==> config.mk <==
export PLATFORM = sky130hd
export DESIGN_NAME = sorted_unique_key_table_top
export DESIGN_NICKNAME = d
export VERILOG_FILES = /design/src/design/sukt_pkg.sv /design/src/design/sukt_cell.sv /design/src/design/sorted_unique_key_table_top.sv
export SDC_FILE = /design/constraint.sdc
export NUM_CORES = 2
export LEC_CHECK = 0
export ABC_AREA = 1
export BUFFER_PORTS_ARGS = -buffer_cell sky130_fd_sc_hd__buf_2
export CAP_MARGIN = 25
export CORE_AREA = 2 2 637 639
export CTS_CLUSTER_SIZE = 10
export DETAILED_ROUTE_END_ITERATION = 10
export DIE_AREA = 0 0 639 641
export GPL_TIMING_DRIVEN = 0
export PLACE_DENSITY = 0.55
export SLEW_MARGIN = 20
export SYNTH_ARGS = -nofsm -noshare
export SYNTH_HDL_FRONTEND = slang
export SYNTH_SLANG_ARGS = --single-unit
==> constraint.sdc <==
create_clock -name clock -period 45.3 [get_ports clock]
set_input_delay 2.265 -clock clock [delete_from_list [all_inputs] [get_ports clock]]
set_output_delay 2.265 -clock clock [all_outputs]
set_load 0.005 [all_outputs]
==> src/design/sukt_pkg.sv <==
package sukt_pkg;

   // fixed field widths
   localparam int KEY_W    = 64;
   localparam int MODE_W   = 2;
   localparam int STATUS_W = 2;

   // default table shape
   localparam int DEF_DEPTH     = 64;
   localparam int DEF_KEY_BYTES = 8;

   typedef enum logic [MODE_W-1:0] {
      MODE_INSERT = 2'd0,
      MODE_DELETE = 2'd1,
      MODE_READ   = 2'd2,
      MODE_NOP    = 2'd3
   } mode_type;

   typedef enum logic [STATUS_W-1:0] {
      STAT_DONE  = 2'd0,
      STAT_DUP   = 2'd1,
      STAT_FULL  = 2'd2,
      STAT_RANGE = 2'd3
   } status_type;

   typedef enum logic [1:0] {
      ST_IDLE,
      ST_SCAN,
      ST_FINISH
   } state_type;

   // per-cycle control seen by every cell of the ring
   typedef struct packed {
      logic shift;
   } cell_ctrl_type;

endpackage

==> src/design/sukt_cell.sv <==
module sukt_cell
   import sukt_pkg::*;
(
   input  logic                 clock,
   input  cell_ctrl_type        ctrl,
   input  logic [KEY_W-1:0]     key_in,
   output logic [KEY_W-1:0]     key_out
);

   logic [KEY_W-1:0] key_ff;
   logic [KEY_W-1:0] key_in_w;

   // take the neighbor's key on a shift, hold otherwise
   assign key_in_w = ctrl.shift ? key_in : key_ff;

   always_ff @(posedge clock) begin
      key_ff <= key_in_w;
   end

   assign key_out = key_ff;

endmodule

==> src/design/sorted_unique_key_table_top.sv <==
// channel   dir  handshake             payload
// req_      in   req_tvalid/tready     tuser: mode; tdata: key, index
// rsp_      out  rsp_tvalid/tready     tdata: status, position, key_out, entry_count
//
// insert, delete and read in range run accept, scan and finish before the next accept:
//   the accept step, a scan that rotates the cell ring once past the head, the finish step
// out-of-range delete/read and the unused mode go from accept straight to finish, no rotation
// the ring rotation (one entry past the head comparator per cycle) sets the rate
// reset clears the entry count and the handshake state; cell contents are not cleared,
//   entries at or above the count are never used
// a stalled result waits in the output register; the finish cycle holds until it drains
module sorted_unique_key_table_top
   import sukt_pkg::*;
#(
   parameter int DEPTH     = DEF_DEPTH,
   parameter int KEY_BYTES = DEF_KEY_BYTES,
   localparam int IDX_W    = $clog2(DEPTH),
   localparam int CNT_W    = $clog2(DEPTH + 1),
   localparam int REQ_W    = ((KEY_W + IDX_W + 7) / 8) * 8,
   localparam int RSP_W    = ((STATUS_W + IDX_W + KEY_W + CNT_W + 7) / 8) * 8
)(
   input  logic              clock,
   input  logic              reset,
   input  logic              req_tvalid,
   output logic              req_tready,
   input  logic [REQ_W-1:0]  req_tdata,   // key, index, zero pad
   input  logic [MODE_W-1:0] req_tuser,   // mode
   output logic              rsp_tvalid,
   input  logic              rsp_tready,
   output logic [RSP_W-1:0]  rsp_tdata    // status, position, key_out, entry_count, zero pad
);

   // keeps only the low KEY_BYTES bytes of a key
   localparam logic [KEY_W-1:0] KEY_MASK = {KEY_W{1'b1}} >> (KEY_W - 8 * KEY_BYTES);

   // request fields
   mode_type             req_mode;
   logic [KEY_W-1:0]     req_key;
   logic [IDX_W-1:0]     req_index;
   logic                 req_accept;
   logic                 req_bad_index;

   assign req_mode      = mode_type'(req_tuser);
   assign req_key       = req_tdata[KEY_W-1:0] & KEY_MASK;
   assign req_index     = req_tdata[KEY_W +: IDX_W];
   assign req_accept    = req_tvalid && req_tready;

   // control state
   state_type            state_ff, state_in;
   logic [CNT_W-1:0]     count_ff, count_in;
   logic                 placed_ff, placed_in;     // insertion point already passed
   logic                 shifting_ff, shifting_in; // key written, later entries move up
   logic                 rsp_valid_ff, rsp_valid_in;

   // operation payload
   mode_type             op_ff, op_in;
   logic [KEY_W-1:0]     k_ff, k_in;
   logic [IDX_W-1:0]     idx_ff, idx_in;
   logic [IDX_W-1:0]     t_ff, t_in;               // table index now at the ring head
   logic [KEY_W-1:0]     carry_ff, carry_in;       // entry displaced by the insert

   // pending result
   status_type           pend_status_ff, pend_status_in;
   logic [IDX_W-1:0]     pend_pos_ff, pend_pos_in;
   logic [KEY_W-1:0]     pend_key_ff, pend_key_in;
   logic [CNT_W-1:0]     pend_count_ff, pend_count_in;

   // output register
   status_type           rsp_status_ff, rsp_status_in;
   logic [IDX_W-1:0]     rsp_pos_ff, rsp_pos_in;
   logic [KEY_W-1:0]     rsp_key_ff, rsp_key_in;
   logic [CNT_W-1:0]     rsp_count_ff, rsp_count_in;

   // cell ring
   cell_ctrl_type        cell_ctrl;
   logic [KEY_W-1:0]     cell_key [DEPTH];
   logic [KEY_W-1:0]     feed;
   logic [KEY_W-1:0]     head_key;
   logic [KEY_W-1:0]     next_key;

   assign head_key = cell_key[0];
   assign next_key = cell_key[1];

   // each cell takes its upper neighbor's key; the top cell takes the feed, which
   // becomes entry t after one full rotation
   for (genvar g = 0; g < DEPTH; g++) begin : g_cell
      logic [KEY_W-1:0] cell_src;
      if (g == DEPTH - 1) begin : g_top
         assign cell_src = feed;
      end else begin : g_mid
         assign cell_src = cell_key[g + 1];
      end
      sukt_cell u_cell (
         .clock   (clock),
         .ctrl    (cell_ctrl),
         .key_in  (cell_src),
         .key_out (cell_key[g])
      );
   end

   // head comparisons
   logic slot_free;
   logic last_step;
   logic table_full;
   logic head_valid;
   logic at_place;
   logic dup_hit;

   assign slot_free     = !rsp_valid_ff || rsp_tready;
   assign last_step     = (t_ff == IDX_W'(DEPTH - 1));
   assign table_full    = (count_ff == CNT_W'(DEPTH));
   assign head_valid    = (CNT_W'(t_ff) < count_ff);
   assign at_place      = !placed_ff && (!head_valid || head_key >= k_ff);
   assign dup_hit       = at_place && head_valid && (head_key == k_ff);
   assign req_bad_index = (CNT_W'(req_index) >= count_ff);

   // next state
   always_comb begin
      state_in = state_ff;
      case (state_ff)
         ST_IDLE: begin
            if (req_accept) begin
               if (req_mode == MODE_INSERT ||
                   ((req_mode == MODE_DELETE || req_mode == MODE_READ) && !req_bad_index)) begin
                  state_in = ST_SCAN;
               end else begin
                  state_in = ST_FINISH;
               end
            end
         end
         ST_SCAN: begin
            if (last_step) begin
               state_in = ST_FINISH;
            end
         end
         ST_FINISH: begin
            if (slot_free) begin
               state_in = ST_IDLE;
            end
         end
         default: begin
            state_in = ST_IDLE;
         end
      endcase
   end

   // outputs of the sequencer
   always_comb begin
      req_tready      = 1'b0;
      cell_ctrl.shift = 1'b0;
      case (state_ff)
         ST_IDLE:   req_tready      = 1'b1;
         ST_SCAN:   cell_ctrl.shift = 1'b1;
         ST_FINISH: ;
         default:   ;
      endcase
   end

   // datapath
   always_comb begin
      count_in       = count_ff;
      placed_in      = placed_ff;
      shifting_in    = shifting_ff;
      op_in          = op_ff;
      k_in           = k_ff;
      idx_in         = idx_ff;
      t_in           = t_ff;
      carry_in       = head_key;
      pend_status_in = pend_status_ff;
      pend_pos_in    = pend_pos_ff;
      pend_key_in    = pend_key_ff;
      pend_count_in  = pend_count_ff;
      rsp_valid_in   = rsp_valid_ff && !rsp_tready;
      rsp_status_in  = rsp_status_ff;
      rsp_pos_in     = rsp_pos_ff;
      rsp_key_in     = rsp_key_ff;
      rsp_count_in   = rsp_count_ff;
      feed           = head_key;

      case (state_ff)
         ST_IDLE: begin
            if (req_accept) begin
               op_in          = req_mode;
               k_in           = req_key;
               idx_in         = req_index;
               t_in           = '0;
               placed_in      = 1'b0;
               shifting_in    = 1'b0;
               pend_status_in = STAT_DONE;
               pend_pos_in    = req_index;
               pend_key_in    = '0;
               pend_count_in  = count_ff;
               case (req_mode)
                  MODE_INSERT: begin
                     // stays full unless a duplicate or, with room in the table, a place is found
                     pend_status_in = STAT_FULL;
                     pend_pos_in    = '0;
                     pend_key_in    = req_key;
                  end
                  MODE_DELETE: begin
                     if (req_bad_index) begin
                        pend_status_in = STAT_RANGE;
                     end else begin
                        pend_count_in = count_ff - 1'b1;
                     end
                  end
                  MODE_READ: begin
                     if (req_bad_index) begin
                        pend_status_in = STAT_RANGE;
                     end
                  end
                  default: ;
               endcase
            end
         end
         ST_SCAN: begin
            t_in = t_ff + 1'b1;
            case (op_ff)
               MODE_INSERT: begin
                  if (at_place) begin
                     placed_in = 1'b1;
                     if (dup_hit) begin
                        pend_status_in = STAT_DUP;
                        pend_pos_in    = t_ff;
                     end else if (!table_full) begin
                        pend_status_in = STAT_DONE;
                        pend_pos_in    = t_ff;
                        pend_count_in  = count_ff + 1'b1;
                        shifting_in    = 1'b1;
                        feed           = k_ff;
                     end
                  end else if (shifting_ff) begin
                     feed = carry_ff;
                  end
               end
               MODE_DELETE: begin
                  if (t_ff == idx_ff) begin
                     pend_key_in = head_key;
                  end
                  // close the gap: entry t takes entry t + 1
                  if (t_ff >= idx_ff) begin
                     feed = next_key;
                  end
               end
               MODE_READ: begin
                  if (t_ff == idx_ff) begin
                     pend_key_in = head_key;
                  end
               end
               default: ;
            endcase
         end
         ST_FINISH: begin
            if (slot_free) begin
               count_in      = pend_count_ff;
               rsp_valid_in  = 1'b1;
               rsp_status_in = pend_status_ff;
               rsp_pos_in    = pend_pos_ff;
               rsp_key_in    = pend_key_ff;
               rsp_count_in  = pend_count_ff;
            end
         end
         default: ;
      endcase
   end

   // control registers
   always_ff @(posedge clock) begin
      if (reset) begin
         state_ff     <= ST_IDLE;
         count_ff     <= '0;
         placed_ff    <= 1'b0;
         shifting_ff  <= 1'b0;
         rsp_valid_ff <= 1'b0;
      end else begin
         state_ff     <= state_in;
         count_ff     <= count_in;
         placed_ff    <= placed_in;
         shifting_ff  <= shifting_in;
         rsp_valid_ff <= rsp_valid_in;
      end
   end

   // payload registers
   always_ff @(posedge clock) begin
      op_ff          <= op_in;
      k_ff           <= k_in;
      idx_ff         <= idx_in;
      t_ff           <= t_in;
      carry_ff       <= carry_in;
      pend_status_ff <= pend_status_in;
      pend_pos_ff    <= pend_pos_in;
      pend_key_ff    <= pend_key_in;
      pend_count_ff  <= pend_count_in;
      rsp_status_ff  <= rsp_status_in;
      rsp_pos_ff     <= rsp_pos_in;
      rsp_key_ff     <= rsp_key_in;
      rsp_count_ff   <= rsp_count_in;
   end

   assign rsp_tvalid = rsp_valid_ff;
   assign rsp_tdata  = RSP_W'({rsp_count_ff, rsp_key_ff, rsp_pos_ff, rsp_status_ff});

   // count never passes the table depth
   a_count_bound: assert property (@(posedge clock) disable iff (reset)
      count_ff <= CNT_W'(DEPTH))
      else $error("entry count above depth");

   // an accepted request always leaves idle
   a_accept_leaves_idle: assert property (@(posedge clock) disable iff (reset)
      req_accept |=> state_ff != ST_IDLE)
      else $error("request accepted but sequencer stayed idle");

   // shifting only after the insertion point has been passed
   a_shift_after_place: assert property (@(posedge clock) disable iff (reset)
      shifting_ff |-> placed_ff)
      else $error("insert shifting without a place");

   // a new result only comes out of the finish step
   a_rsp_from_finish: assert property (@(posedge clock) disable iff (reset)
      $rose(rsp_valid_ff) |-> $past(state_ff == ST_FINISH))
      else $error("result loaded outside finish");

   // a successful insert grows the table by one
   a_insert_grows: assert property (@(posedge clock) disable iff (reset)
      (state_ff == ST_FINISH && slot_free && op_ff == MODE_INSERT &&
       pend_status_ff == STAT_DONE) |=> count_ff == $past(count_ff) + 1'b1)
      else $error("insert did not grow the table");

endmodule
Word-level counts from Yosys, hierarchy flattened
Index checks and enable logic that the tools add are counted.

cells by class
  reduce and logical (&&, ||, !) cells = 29
  mux-type cells = 55
  order comparisons = 4
  $add $sub $neg = 3
  equality and inequality tests = 20

operators by type and width
  kind                                                 number
  two-way mux 64 bit                                   10
  one-hot mux 64 bit (2 select lines)                  2
  equality test 64 bit                                 1
  greater-or-equal comparator 64 bit                   1
  two-way mux 7 bit                                    7
  two-way mux 6 bit                                    7
  one-hot mux 6 bit (2 select lines)                   2
  two-way mux 2 bit                                    10
  inequality test 2 bit, second input constant         8
  one-hot mux 7 bit (2 select lines)                   1
  two-way mux 1 bit                                    11
  one-hot mux 2 bit (2 select lines)                   2
  AND reduction 4 bit                                  2
  adder 7 x 1 -> 7 bit, second input constant          1
  equality test 7 bit, second input constant           1
  greater-or-equal comparator 6 x 7 -> 1 bit           1
  < comparator 6 x 7 -> 1 bit                          1
  subtractor 7 x 1 -> 7 bit, second input constant     1
  adder 6 x 1 -> 6 bit, second input constant          1
  equality test 2 x 1 -> 1 bit, second input constant  3
  equality test 2 bit, second input constant           3
  equality test 6 bit                                  1
  equality test 6 bit, second input constant           1
  greater-or-equal comparator 6 bit                    1
  14 further kinds                                     32

storage, ports and cells
  bits in registers = 4,408
  word-level logic and storage cells = 193
  output and inout port bits = 82

Depth between registers and ports, before layout
  word-level depth = 10
  mapped depth = 23

By module
A second synthesis with hierarchy kept.

second synthesis, totals
  cell total of the unflattened synthesis = 6,133
  area total of the unflattened synthesis = 140,197.0 sq um

by module, submodules not included
  module                       cells each  area each (sq um)  times used
  sukt_cell                    64          1,921.8            64
  sorted_unique_key_table_top  2,037       17,199.0           1

Worst setup path after synthesis
Ideal clock, no wire load.

  path type = flip-flop to flip-flop
  start point = reg state_ff[0]
  end point = reg g_cell[0].u_cell.key_ff[0] (enable)
  stages on the path, launching flop included = 5
  setup slack = -4.131 ns
  library setup time = 2.722 ns
  buffers on the path = 2
  clock period less this slack = 49.431 ns
  arrival time = 46.709 ns
  required time = 42.578 ns
  cells stage by stage = dfxtp_1 > inv_1 > nor2_1 > clkbuf_1 > buf_2

on the way
  cells in the longest elaborated chain, start to end = 2

RTL lines
  element                       line                                text
  start: declaration            sorted_unique_key_table_top.sv:49   state_type state_ff, state_in;
  start signal: assignment      sorted_unique_key_table_top.sv:276  state_ff <= state_in;
  equality test 2 x 1 -> 1 bit  sorted_unique_key_table_top.sv:151  case (state_ff)
  two-way mux 1 bit             sorted_unique_key_table_top.sv:151
  net cell_ctrl                 sorted_unique_key_table_top.sv:75   cell_ctrl_type cell_ctrl;
  end signal: assignment        sukt_cell.sv:17                     key_ff <= key_in_w;
  end: declaration              sukt_cell.sv:10                     logic [KEY_W-1:0] key_ff;

The timed path passes the listed nets, and every way through them passes these cells.
A chain may end at the register's enable or synchronous reset.

Worst setup path in the final report
  start point = reg state_ff[0]
  end point = reg g_cell[51].u_cell.key_ff[9] (enable)

on the way
  cells in the longest elaborated chain, start to end = 2

RTL lines
  element                       line
  equality test 2 x 1 -> 1 bit  sorted_unique_key_table_top.sv:151
  two-way mux 1 bit             sorted_unique_key_table_top.sv:151
  net cell_ctrl                 sorted_unique_key_table_top.sv:75
  end signal: assignment        sukt_cell.sv:17
  end: declaration              sukt_cell.sv:10

The timed path passes the listed nets, and every way through them passes these cells.

==> flow_summary_export.csv <==
group,metric,value,unit
clock_tree,clock_insertion_delay_worst_skew,990,ps
pwr,p_leak,53.8,nW
critical_path,slowest_delay,620,ps
finish,drive_above_1_share,12.0,%
critical_path,rrSetupSlack,39090,ps
die,die_x,639,µm
drt,drc_errors,0,
sta,relSlewSlack,35.5,%
run,drv_cap,0,
critical_path,rr_worst_depth,11,
drt,wire_per_inst,18.5,µm
drt,postRouteAntennaNets,0,
logic_synthesis,synth_cells,6197,
logic_synthesis,synth_top_area_share,92.6,%
sta,setup_viol,0,
run_status,status,"finished, final reports clean",
critical_path,rr_endpoint,"g_cell[51].u_cell.key_out[9]",
critical_path,startpoint,"state_ff[0]",
sta,slew_violations,0,
critical_path,cp_max_fo,162,
sta,worst_pin_slew,958,ps
pwr,peakVddDrop,0.0373,mV
sta,final_hold_viol_count,0,
logic_synthesis,synth_common_cells,"4332 x edfxtp_1, 667 x nand2_1, 225 x o21ai_0",
sta,fin_setup_tns,0,ps
global_route,grt_overflow,0,
drt,via_per_inst,4.51,
critical_path,critPathKind,"flop to flop",
die,core,0.402,mm²
drt,num_vias,55900,
clock_tree,numCtsBuffers,518,
pwr,p_per_area,55.6,mW/mm²
sta,min_period,6210,ps
sta,max_freq,0.161,GHz
finish,multiInputGateArea,0.00745,mm²
global_route,grt.total_usage,10.8,%
clock_tree,cts_setup_buffers,0,
sta,rsz0062_at_grt,"no",
logic_synthesis,ys_ff_latch,4408,
critical_path,end_kind,"flop",
placed_design,hpwl,130,mm
logic_synthesis,synthesis.area,0.140,mm²
finish,nFillCells,34500,
logic_synthesis,synth_warnings,0,
logic_synthesis,synthTopCellsByArea,"edfxtp_1 93%, nand2_1 1.8%, dfxtp_1 1.1%, o21ai_0 0.80%, ha_1 0.80%",
clock_tree,clockRootBuffer,"clkbuf_16",
logic_synthesis,synth-edff-count,4332,
placed_design,place_ws,38800,ps
logic_synthesis,synth_top_area_cell,"edfxtp_1",
drt,drt-total-wl,229,mm
clock_tree,hold_buffers,0,
hold_path,hold_depth,0,
logic_synthesis,synth_ff_type,"edfxtp_1",
logic_synthesis,synth_area_per_cell,22.7,µm²
clock_tree,numClockSinks,4408,
sta,final.period_utilization,13.7,%
logic_synthesis,synth.distinct_cells,38,
global_route,grt_pass1_vias,55500,
placed_design,io_buffers,156,
global_route,antenna_found_initial,70,
logic_synthesis,syn_nets,6365,
critical_path,crit_path_frequent_cell,"buf_16",
finish,regArea,0.132,mm²
die,die-area,0.410,mm²
clock_tree,cts.clk_slew.worst_paths,50,ps
die,rows,233,
die,ios,160,
placed_design,dp.cells,11700,
global_route,grt_pass1_wl,342,mm
clock_tree,clockBufferDepth,4,
sta,skew,55.6,ps
drt,drtIter0Drc,5790,
critical_path,cp_slowest_cell,"clkbuf_2",
finish,final_cells,12400,
critical_path,cp.required,45900,ps
critical_path,crit_arrival,6810,ps
logic_synthesis,ys_seq_area_share,93.7,%
critical_path,r2r_start,"state_ff[0]",
sta,fin_ws,39090,ps
die,initial_core_util,34.9,%
critical_path,worst_setup_path_start_kind,"flop",
placed_design,globalplace.congestion,0.833,
finish,nets,7086,
finish,syn_to_final_growth,16.7,%
critical_path,crit_chain,"inv_1 > nor2_1 > clkbuf_2 > buf_16 > buf_16 > buf_16 > buf_16 > buf_16 > buf_16 > buf_16 > buf_16",
drt,drtPass1Iterations,6,
logic_synthesis,async_flop_share,0,%
clock_tree,post_cts_resized,0,
global_route,grt_max_degree,172,
clock_tree,htreeDepth,6,
clock_tree,cts_tree,"built",
hold_path,hold_class,"flop to flop",
die,die_y,641,µm
critical_path,crit_end,"g_cell[51].u_cell.key_out[9]",
logic_synthesis,yosysMostFrequentCell,"edfxtp_1",
pwr,power,9.10,mW
[metrics by stage]
stage / hold WS (ps) / util [%] / cell area, µm²
2_1_floorplan: 396 / - / 140000
3_3_place_gp: 401 / 36.8 / 148000
3_5_place_dp: 405 / 37.1 / 149000
4_1_cts: 389 / 40.7 / 164000
5_1_grt: 401 / 40.7 / 164000
6_report: 394 / 40.7 / 164000
[routing by layer]
metal  vias to the layer above  global-route usage [%]  part of all wire (%)
li1                      25300                       -                     -
met1                     28500                    15.5                    46
met2                      1548                    15.9                    44
met3                       614                    2.49                   6.0
met4                        12                    4.50                   3.7
met5                         -                       0                 0.035
[cell families after synthesis]
kind of cell    synth area share (%)
flops                           93.7
simple gates                    2.78
mux                          0.00713
buf+inv                        0.986
xor+xnor                      0.0374
compound gates                  1.66
other cells                  0.00267
fa+ha+maj                      0.802
[cell usage in the layout (no fill, tap or decap), drive strengths merged, types with 50 or more instances in the layout]
cell type and n:
a21oi 50, buf 252, ha 90, edfxtp 4332, o21ai 288, nand3 211, o211ai 66, inv 212
clkbuf 695, dfxtp 76, nand2 668
[where the power goes]
group          internal (mW)  switching (mW)
sequential              4.91           0.101
combinational         0.0979           0.343
clock                   2.13            1.52
total                   7.13            1.97
[final cells by class]
| type | count | area share, % |
|---|---|---|
| inverter | 195 | 0.448 |
| timing repair buffer | 201 | 1.18 |
| clock inverter | 68 | 0.713 |
| clock buffer | 616 | 8.27 |
| sequential | 4408 | 80.3 |
| tap | 5287 | 4.04 |
| multi-input combinational | 1464 | 4.55 |
| buffer | 130 | 0.417 |
| antenna | 24 | 0.0367 |
[sequential cells by signal (all words and copies together), names as in the netlist, 2 cells and up]
name,flops
g_cell.u_cell.key_out,4096
carry_ff,64
k_ff,64
pend_key_ff,64
rsp_key_ff,64
count_ff,7
pend_count_ff,7
rsp_count_ff,7
idx_ff,6
pend_pos_ff,6
rsp_pos_ff,6
t_ff,6
op_ff,2
pend_status_ff,2
rsp_status_ff,2
state_ff,2
[worst min-delay path by stage]
stage                                              from                             to  slack (ps)
after detailed placement  g_cell[11].u_cell.key_out[25]  g_cell[10].u_cell.key_out[25]         400
after global routing      g_cell[11].u_cell.key_out[11]  g_cell[10].u_cell.key_out[11]         400
after global placement     g_cell[63].u_cell.key_out[1]   g_cell[62].u_cell.key_out[1]         400
after floorplan            g_cell[0].u_cell.key_out[62]                   carry_ff[62]         400
after CTS                  g_cell[38].u_cell.key_out[1]   g_cell[37].u_cell.key_out[1]         390
final                     g_cell[11].u_cell.key_out[47]  g_cell[10].u_cell.key_out[47]         390
[worst max-delay path, delay by kind of cell (launching register included)]
kind                   cells  cell delay, ps
buffers and inverters     10            4320
and+or+nand+nor            1             400
DFF                        1             350
Power figures use the tool's default switching activity.
